<file path="src/hw/rtl/hssp_pkg.sv">
// Package with types, constants and the coil table of the half-step stepper positioner.
`timescale 1ns / 1ps
package hssp_pkg;

	localparam int PHASES_PER_STEP = 8;
	localparam int PHASE_W         = $clog2(PHASES_PER_STEP);
	localparam int HOLD_W          = 16;
	localparam int LIMIT_W         = 8;
	localparam int POS_W           = 9;
	localparam int TARGET_W        = 10;
	localparam int COIL_W          = 4;
	localparam int IN_DATA_W       = 16;
	localparam int OUT_DATA_W      = 24;
	localparam int CFG_INDEX_W     = 1;
	localparam int CFG_DATA_W      = 16;

	localparam logic [HOLD_W-1:0]  TICKS_RESET = HOLD_W'(1);
	localparam logic [LIMIT_W-1:0] LIMIT_RESET = LIMIT_W'(128);
	localparam logic signed [POS_W-1:0] POS_MAX = POS_W'(255);
	localparam logic signed [POS_W-1:0] POS_MIN = -POS_W'(255);

	typedef enum logic {
		ACT_TICK   = 1'b0,
		ACT_TARGET = 1'b1
	} action_t;

	typedef enum logic [CFG_INDEX_W-1:0] {
		REG_TICKS_PER_PHASE = 1'b0,
		REG_POSITION_LIMIT  = 1'b1
	} cfg_reg_t;

	typedef struct packed {
		action_t                     action;
		logic signed [TARGET_W-1:0]  target;
	} item_t;

	typedef struct packed {
		logic signed [POS_W-1:0] held_target;
		logic                    busy_res;
		logic signed [POS_W-1:0] position;
		logic [COIL_W-1:0]       coils;
	} result_t;

	function automatic logic [COIL_W-1:0] coil_entry(input logic [PHASE_W-1:0] idx);
		logic [COIL_W-1:0] c;
		case (idx)
			3'd0:    c = 4'h1;
			3'd1:    c = 4'h3;
			3'd2:    c = 4'h2;
			3'd3:    c = 4'h6;
			3'd4:    c = 4'h4;
			3'd5:    c = 4'hC;
			3'd6:    c = 4'h8;
			3'd7:    c = 4'h9;
			default: c = 4'h0;
		endcase
		return c;
	endfunction

endpackage

</file>
<file path="src/hw/rtl/hssp_core.sv">
// Motion state and per-item update logic of the stepper positioner.
`timescale 1ns / 1ps
module hssp_core (
	input  logic                           clk,
	input  logic                           arst_n,
	input  logic                           en,
	input  hssp_pkg::item_t                item,
	input  logic [hssp_pkg::HOLD_W-1:0]    ticks_per_phase,
	input  logic [hssp_pkg::LIMIT_W-1:0]   position_limit,
	output hssp_pkg::result_t              result
);
	import hssp_pkg::*;

	logic signed [POS_W-1:0] cur_q, goal_q, cur_d, goal_d;
	logic [PHASE_W-1:0]      phase_q, phase_d;
	logic [HOLD_W-1:0]       hold_cnt_q, hold_cnt_d;
	logic                    step_q, step_d, dir_q, dir_d;
	logic [COIL_W-1:0]       coil_q, coil_d;

	logic signed [TARGET_W:0] t_ext, lim_ext, t_clamp;
	logic [HOLD_W-1:0]        hold, hc_inc;
	logic                     tick;

	assign tick    = en && (item.action == ACT_TICK);
	assign t_ext   = {item.target[TARGET_W-1], item.target};
	assign lim_ext = {{(TARGET_W+1-LIMIT_W){1'b0}}, position_limit};
	assign hold    = (ticks_per_phase == '0) ? HOLD_W'(1) : ticks_per_phase;

	always_comb begin
		t_clamp = t_ext;
		if (t_ext > lim_ext) begin
			t_clamp = lim_ext;
		end
		if (t_ext < -lim_ext) begin
			t_clamp = -lim_ext;
		end
	end

	always_comb begin
		cur_d      = cur_q;
		goal_d     = goal_q;
		phase_d    = phase_q;
		hold_cnt_d = hold_cnt_q;
		step_d     = step_q;
		dir_d      = dir_q;
		coil_d     = coil_q;
		hc_inc     = '0;
		if (en && item.action == ACT_TARGET) begin
			goal_d = t_clamp[POS_W-1:0];
		end else if (tick) begin
			if (!step_q && cur_q != goal_q) begin
				step_d     = 1'b1;
				dir_d      = goal_q > cur_q;
				phase_d    = '0;
				hold_cnt_d = '0;
			end
			if (step_d) begin
				coil_d = coil_entry(dir_d ? ~phase_d : phase_d);
				hc_inc = hold_cnt_d + HOLD_W'(1);
				hold_cnt_d = hc_inc;
				if (hc_inc >= hold || hc_inc == '0) begin
					hold_cnt_d = '0;
					if (phase_d == PHASE_W'(PHASES_PER_STEP - 1)) begin
						step_d  = 1'b0;
						phase_d = '0;
						if (dir_d) begin
							if (cur_q < POS_MAX) begin
								cur_d = cur_q + POS_W'(1);
							end
						end else begin
							if (cur_q > POS_MIN) begin
								cur_d = cur_q - POS_W'(1);
							end
						end
					end else begin
						phase_d = phase_d + PHASE_W'(1);
					end
				end
			end
		end
	end

	always_ff @(posedge clk or negedge arst_n) begin
		if (!arst_n) begin
			cur_q      <= '0;
			goal_q     <= '0;
			phase_q    <= '0;
			hold_cnt_q <= '0;
			step_q     <= 1'b0;
			dir_q      <= 1'b0;
			coil_q     <= '0;
		end else begin
			cur_q      <= cur_d;
			goal_q     <= goal_d;
			phase_q    <= phase_d;
			hold_cnt_q <= hold_cnt_d;
			step_q     <= step_d;
			dir_q      <= dir_d;
			coil_q     <= coil_d;
		end
	end

	assign result.coils       = coil_d;
	assign result.position    = cur_d;
	assign result.busy_res    = step_d || (cur_d != goal_d);
	assign result.held_target = goal_d;

	a_pos_only_on_tick: assert property (@(posedge clk) disable iff (!arst_n)
		!tick |=> $stable(cur_q))
		else $error("position moved without a tick");

	a_phase_needs_step: assert property (@(posedge clk) disable iff (!arst_n)
		(phase_q != '0) |-> step_q)
		else $error("phase index advanced outside a step");

	a_dir_held: assert property (@(posedge clk) disable iff (!arst_n)
		step_q |=> (!step_q || $stable(dir_q)))
		else $error("direction changed during a step");

	a_goal_range: assert property (@(posedge clk) disable iff (!arst_n)
		goal_q != {1'b1, {(POS_W-1){1'b0}}})
		else $error("held target out of range");

endmodule

</file>
<file path="src/hw/rtl/half_step_stepper_positioner.sv">
// Top level of the half-step stepper positioner: input stage, result register, config.
//
//  channel | dir | handshake          | content
//  s_*     | in  | s_tvalid/s_tready  | tdata: target; tuser: action
//  m_*     | out | m_tvalid/m_tready  | tdata: coils, position, busy_res, held_target
//  cfg_*   | in  | cfg_valid/cfg_ready| cfg_index, cfg_data
//
// One word per cycle while m_tready keeps up; an accepted word passes the input stage, then the result register.
// The input stage and the result register each hold one word, so a word is
// accepted while the previous result waits. Stalls on m_tready back up to
// s_tready only once both are full. The config channel is always ready.
// Reset clears motion state, config to its defaults, and all valid flags.
`timescale 1ns / 1ps
module half_step_stepper_positioner (
	input  logic                              clk,
	input  logic                              arst_n,
	input  logic                              s_tvalid,
	output logic                              s_tready,
	input  logic [hssp_pkg::IN_DATA_W-1:0]    s_tdata,   // target[9:0], zero pad
	input  logic                              s_tuser,   // action
	output logic                              m_tvalid,
	input  logic                              m_tready,
	output logic [hssp_pkg::OUT_DATA_W-1:0]   m_tdata,   // coils, position, busy_res, held_target, pad
	input  logic                              cfg_valid,
	output logic                              cfg_ready,
	input  logic [hssp_pkg::CFG_INDEX_W-1:0]  cfg_index,
	input  logic [hssp_pkg::CFG_DATA_W-1:0]   cfg_data
);
	import hssp_pkg::*;

	item_t               item_s1;
	logic                vld_s1;
	logic                adv;
	result_t             res_d, res_q;
	logic                out_vld_q;
	logic [HOLD_W-1:0]   ticks_q;
	logic [LIMIT_W-1:0]  limit_q;

	assign adv       = !out_vld_q || m_tready;
	assign s_tready  = !vld_s1 || adv;
	assign cfg_ready = 1'b1;

	always_ff @(posedge clk or negedge arst_n) begin
		if (!arst_n) begin
			vld_s1 <= 1'b0;
		end else if (s_tready) begin
			vld_s1 <= s_tvalid;
		end
	end

	always_ff @(posedge clk) begin
		if (s_tready && s_tvalid) begin
			item_s1.action <= action_t'(s_tuser);
			item_s1.target <= s_tdata[TARGET_W-1:0];
		end
	end

	always_ff @(posedge clk or negedge arst_n) begin
		if (!arst_n) begin
			ticks_q <= TICKS_RESET;
			limit_q <= LIMIT_RESET;
		end else if (cfg_valid && cfg_ready) begin
			case (cfg_reg_t'(cfg_index))
				REG_TICKS_PER_PHASE: ticks_q <= cfg_data[HOLD_W-1:0];
				REG_POSITION_LIMIT:  limit_q <= cfg_data[LIMIT_W-1:0];
				default:             ticks_q <= ticks_q;
			endcase
		end
	end

	hssp_core u_core (
		.clk             (clk),
		.arst_n          (arst_n),
		.en              (vld_s1 && adv),
		.item            (item_s1),
		.ticks_per_phase (ticks_q),
		.position_limit  (limit_q),
		.result          (res_d)
	);

	always_ff @(posedge clk or negedge arst_n) begin
		if (!arst_n) begin
			out_vld_q <= 1'b0;
		end else if (adv) begin
			out_vld_q <= vld_s1;
		end
	end

	always_ff @(posedge clk) begin
		if (adv && vld_s1) begin
			res_q <= res_d;
		end
	end

	assign m_tvalid = out_vld_q;
	assign m_tdata  = {{(OUT_DATA_W - $bits(result_t)){1'b0}}, res_q};

endmodule
</file>
<file path="config.mk">
export PLATFORM = sky130hd
export DESIGN_NAME = half_step_stepper_positioner
export DESIGN_NICKNAME = d
export VERILOG_FILES = /design/src/hw/rtl/hssp_pkg.sv /design/src/hw/rtl/hssp_core.sv /design/src/hw/rtl/half_step_stepper_positioner.sv
export SDC_FILE = /design/constraint.sdc
export NUM_CORES = 1
export LEC_CHECK = 0
export CORE_UTILIZATION = 45
export CTS_CLUSTER_SIZE = 25
export DETAILED_ROUTE_END_ITERATION = 10
export DONT_BUFFER_PORTS = 1
export GPL_ROUTABILITY_DRIVEN = 1
export PLACE_DENSITY = 0.63
export SYNTH_ARGS = -nofsm -noshare
export SYNTH_HDL_FRONTEND = slang
export SYNTH_HIERARCHICAL = 1
export SYNTH_SLANG_ARGS = --single-unit
</file>
<file path="constraint.sdc">
create_clock -name clk -period 6.55 [get_ports clk]
set_input_delay 0.655 -clock clk [delete_from_list [all_inputs] [get_ports clk]]
set_output_delay 0.655 -clock clk [all_outputs]
set_load 0.02 [all_outputs]
</file>
# [Word level (Yosys, flattened, before mapping)]
# Memory sizes are Yosys's and may differ from the RTL's.
# Index checks and enable logic that the tools add are counted.
[word_totals] regBits=103 rom_bits=32 inputBits=39 output_inout_bits=27 wordCells=91 mem_count=1
[memory_table] memory="(no name shown)" depth=8 width=4 read_ports=1 rd_clocked_by_memory_dff=0 write_ports=0 line_no="hssp_pkg.sv:46" rtl="case (idx)"
[op_classes] n_addsub=5 order_cmp=6 eq_ne=3 muxes=38 n_bitwise=4 reduce_logical=17
[ops] op="two-way mux 9 bit" count=11
[ops] op="two-way mux 16 bit" count=6
[ops] op="zero test 16 bit" count=2
[ops] op="two-way mux 3 bit" count=7
[ops] op="inequality test 9 bit" count=2
[ops] op="adder 16 x 1 -> 16 bit, second input constant" count=1
[ops] op="greater-or-equal comparator 16 bit" count=1
[ops] op="two-way mux 4 bit" count=3
[ops] op="< comparator 10 x 11 -> 1 bit" count=1
[ops] op="two-way mux 1 bit" count=11
[ops] op="negator 8 -> 11 bit" count=1
[ops] op="> comparator 10 x 9 -> 1 bit" count=1
[ops] op="adder 9 x 2 -> 9 bit, second input constant" count=1
[ops] op="> comparator 9 bit" count=1
[ops] op="> comparator 9 bit, second input constant" count=1
[ops] op="< comparator 9 bit, second input constant" count=1
[ops] op="subtractor 9 x 2 -> 9 bit, second input constant" count=1
[ops] op="AND reduction 2 bit" count=3
[ops] op="logical AND 1 bit" count=5
[ops] op="logical OR 1 bit" count=4
[ops] op="adder 3 x 1 -> 3 bit, second input constant" count=1
[ops] op="equality test 3 bit, second input constant" count=1
[ops] op="zero test 1 bit" count=3
[ops] op="inverter 1 bit" count=3
[ops] op="inverter 3 bit" count=1

# [Longest topological paths before layout]
[logic_depth] ltp_word=15 mapped_depth=23 mapped_depth_nobuf=21

# [By module]
# The synthesis kept the hierarchy.
[by_module_without_submodules] module="hssp_core" n_inst=1 cells_per_inst=569 area_each_um2=4469.3
[by_module_without_submodules] module="half_step_stepper_positioner" n_inst=1 cells_per_inst=98 area_each_um2=2079.5

# [Worst setup path after synthesis]
# No wires, ideal clock.
[synth_path] path_type="flip-flop to flip-flop" startpoint="reg u_core.cur_q[7]" endpoint="reg res_q, in the netlist m_tdata[13] (data pin)" setup_ns=0.267 arrival_ns=4.817 t_required_ns=6.283 path_slack_ns=1.467 stages_incl_launch_ff=23 synth_period_minus_slack_ns=5.083 cell_sequence="dfrtp_1 inv_1 ha_1 nand4_1 o31ai_4 buf_2 and2_1 ha_1 nand4_1 or3_2 xor2_1 nor2_1 ha_1 a21o_1 a211oi_1 nand2_1 o21ai_0 a41o_1 a21oi_4 mux2_2 a221oi_1 and4b_1 nand4b_1"
[synth_lines] element="start: declaration" line_no="hssp_core.sv:14" rtl="logic signed [POS_W-1:0] cur_q, goal_q, cur_d, goal_d;"
[synth_lines] element="start signal: assignment" line_no="hssp_core.sv:93" rtl="cur_q <= cur_d;"
[synth_lines] element="end signal: assignment" line_no="half_step_stepper_positioner.sv:91" rtl="res_q <= res_d;"
[synth_lines] element="end: declaration" line_no="half_step_stepper_positioner.sv:34" rtl="result_t res_d, res_q;"

==> results.cfg <==
[route]
detail_route.wirelength_um = 14700
met2_length_um = 6800
route.met3.wl_um = 920
wire_per_inst_um = 17.4
m1WireLength_um = 6730
num_vias = 5000
vias_per_cell = 5.92
drt.antenna.violating_nets = 0
first_iter_violations = 279
drc_errors = 0
top_layer_used = met4
dr.pass1.iters = 5

[synthesis]
muxShareOfSynthArea = 0.0548
synth-seq-cells = 103
avgSynthCellArea_um2 = 9.82
async_flop_share = 0.670
synth_top_family_by_area = simple AND/OR/NAND/NOR gates
synth_xor_area_frac = 0.0470
synthFlopType = dfrtp_1
yosysWarningCount = 6
synthAdderAreaFrac = 0.0974
ys_types = 80
synth_edf_count = 34
synthesis.nets = 757
synthCells = 667
synth-compound-area-share = 0.162
ys_seq_area_frac = 0.420
synth.area.top_cells = dfrtp_1 (26%), edfxtp_1 (16%), ha_1 (9.7%)
synth-simple-area-share = 0.171
synthesis.area_mm2 = 0.00655
synth_top_area_frac = 0.256
synth_top_area_cell = dfrtp_1

[floorplanning]
die_h_um = 123
rows = 43
dieArea_mm2 = 0.0150
start_util = 0.466
boundaryPins = 66
core-area_mm2 = 0.0140
die_w_um = 123

[sta]
finalHoldViolCount = 0
setup_viol = 0
min_period_ns = 5.59
maxSlewHeadroom = 0.344
setup_tns_ns = 0
fmax_mhz = 179
finalCritPeriodShare = 0.853
maxSlewViolCount = 0
tightest_slew_ns = 0.980
final.setup_skew_ns = 0.00737
rsz0062_at_grt = false

[final_layout]
area_delta_synth_final_pct = 6.74
layout-drive-gt1-share = 0.0947
layout_commonest_cell = dfrtp_1
antennaDiodeCount = 0
nFillCells = 1244
finalNetCount = 750
layout_common_cells = dfrtp_1 (67), nand2_1 (66), ha_1 (51), inv_1 (50), nor2_1 (48)
multi_input_area_mm2 = 0.00350
ff_latch_area_mm2 = 0.00275

[job]
maxCapViolCount = 0

[pwr]
power.total_w = 0.00218
p_leak_nw = 2.98
swShare = 0.377
vdd.ir_drop.worst_mv = 0.177
power_frac_comb = 0.344
seqPwrFrac = 0.426
p_int_w = 0.00136
pwr-share-clk = 0.230
powerDensity_mw_per_mm2 = 312
p_switching_w = 0.000822

[global_route]
grt_pass1_vias = 4721
grt_pass1_wl_um = 24100
grt_max_degree = 68
antenna_found_initial = 0
grt.total_usage = 0.210
gr-total-overflow = 0

[setup_path]
cp.depth = 21
arrival_ns = 5.68
path_buf_inv = 1
worst_path_largest_cell_delay_ns = 0.56
cp-end-kind = flip-flop
critPathLaunchType = flip-flop
critPathRequiredTime_ns = 6.64
cp_max_fo = 7
path_class = reg -> reg
cp_cell_sequence = inv_1 > ha_1 > nand4_1 > o31ai_4 > and2_1 > ha_1 > nand4_1 > or3_2 > xor2_1 > nor2_1 > ha_1 > a21o_1 > a211oi_1 > nand2_1 > o21ai_0 > a41o_1 > a21oi_4 > mux2_2 > a221oi_1 > and4b_1 > nand4b_1
cpMostUsedCell = ha_1
r2r_cells = 21
cp_top_family = simple AND/OR/NAND/NOR gates
cp_slowest_cell = or3_2

[clock_tree]
cts_tree = yes
clock_sinks = 103
cts_buffers = 9
post_cts_resized = 0
clk_pin_slew_ns = 0.07
root_buffer = clkbuf_16
cts_setup_buffers = 0
clock_latency_ns = 0.36
cts-htree-levels = 3
clockBufferDepth = 2

[placed_design]
gp_congestion = 0.903
port-buffer-count = 0
hpwl_um = 11000

[hold_path]
hp-class = in -> async

[run_status]
status = finished, final reports clean
registers in the layout, indices dropped and copies added (netlist names):
register and flops:
vld_s1 1, u_core/goal_q 9, u_core/cur_q 9, u_core/hold_cnt_q 16
u_core/phase_q 3, m_tdata 23, limit_q 8, item_s1 11
m_tvalid 1, u_core/coil_q 4, ticks_q 16, u_core/step_q 1
u_core/dir_q 1
synth_stat cells (all sizes together), types with 9 or more instances:
| cell | instances |
|---|---|
| dfrtp | 67 |
| nand2 | 66 |
| ha | 51 |
| inv | 50 |
| nor2 | 48 |
| o21ai | 42 |
| edfxtp | 34 |
| a21oi | 29 |
| mux2 | 25 |
| nand3 | 25 |
| xnor2 | 20 |
| clkbuf | 15 |
| nor3 | 15 |
| and2 | 12 |
| o211ai | 10 |
| xor2 | 10 |
| or3 | 9 |
per-stage QoR:
stage | hold WS (ns) | setup slack [ns] | cells | instance area (um^2) | util
after global placement | 0.362 | 1.01 | 828 | 6690 | 0.477
after global routing | 0.118 | 0.456 | 845 | 6990 | 0.498
final | 0.133 | 0.961 | 845 | 6990 | 0.498
after detailed placement | 0.363 | 0.992 | 828 | 6690 | 0.477
after CTS | 0.124 | 0.955 | 845 | 6990 | 0.498
after floorplan | 0.359 | 1.47 | 667 | 6550 | -
layout make-up:
cell class	instances	share of cell area
multi-input combinational	491	0.500
sequential	103	0.393
clock buffer	10	0.0328
tap	180	0.0322
inverter	50	0.0268
timing repair buffer	5	0.00823
clock inverter	6	0.00609
per-layer routing:
layer | track usage | up-vias
met4 | 0.0716 | 0
met1 | 0.275 | 2402
met2 | 0.333 | 156
li1 | - | 2426
met5 | 0 | -
met3 | 0.0572 | 16
power groups by stage:
stage | Combinational, W | Sequential (W) | Clock [W]
6_report | 0.000749 | 0.000929 | 0.000502
3_5_place_dp | 0.000732 | 0.000941 | 0
5_1_grt | 0.000847 | 0.000946 | 0.000540
2_1_floorplan | 0.000605 | 0.000892 | 0
3_3_place_gp | 0.000713 | 0.000938 | 0
4_1_cts | 0.000747 | 0.000928 | 0.000518
kinds of logic after synthesis:
logic type,after synthesis
AO/OA/AOI/OAI,155
multiplexers,29
AND/OR/NAND/NOR,222
other,2
XOR/XNOR,32
buffers and inverters,73
flip-flops,103
adder cells (fa/ha/maj),51
repair_timing:
item	4_1_cts	5_1_grt
endpoints found under the setup margin	0	0
hold buffers	1	0
hold endpoints to repair	67	0
final timing paths:
check	startpoint	to	slack, ns
max	u_core/cur_q[7]	m_tdata[13]	0.96
min	arst_n	ticks_q[0]	0.13
max reg2reg	u_core/cur_q[7]	m_tdata[13]	0.96
min reg2reg	vld_s1	m_tvalid	0.50
max in group asynchronous	arst_n	u_core/hold_cnt_q[12]	6.09
min in group clk	s_tdata[3]	item_s1[3]	0.39
No activity file was read; power rests on OpenSTA's default activity.
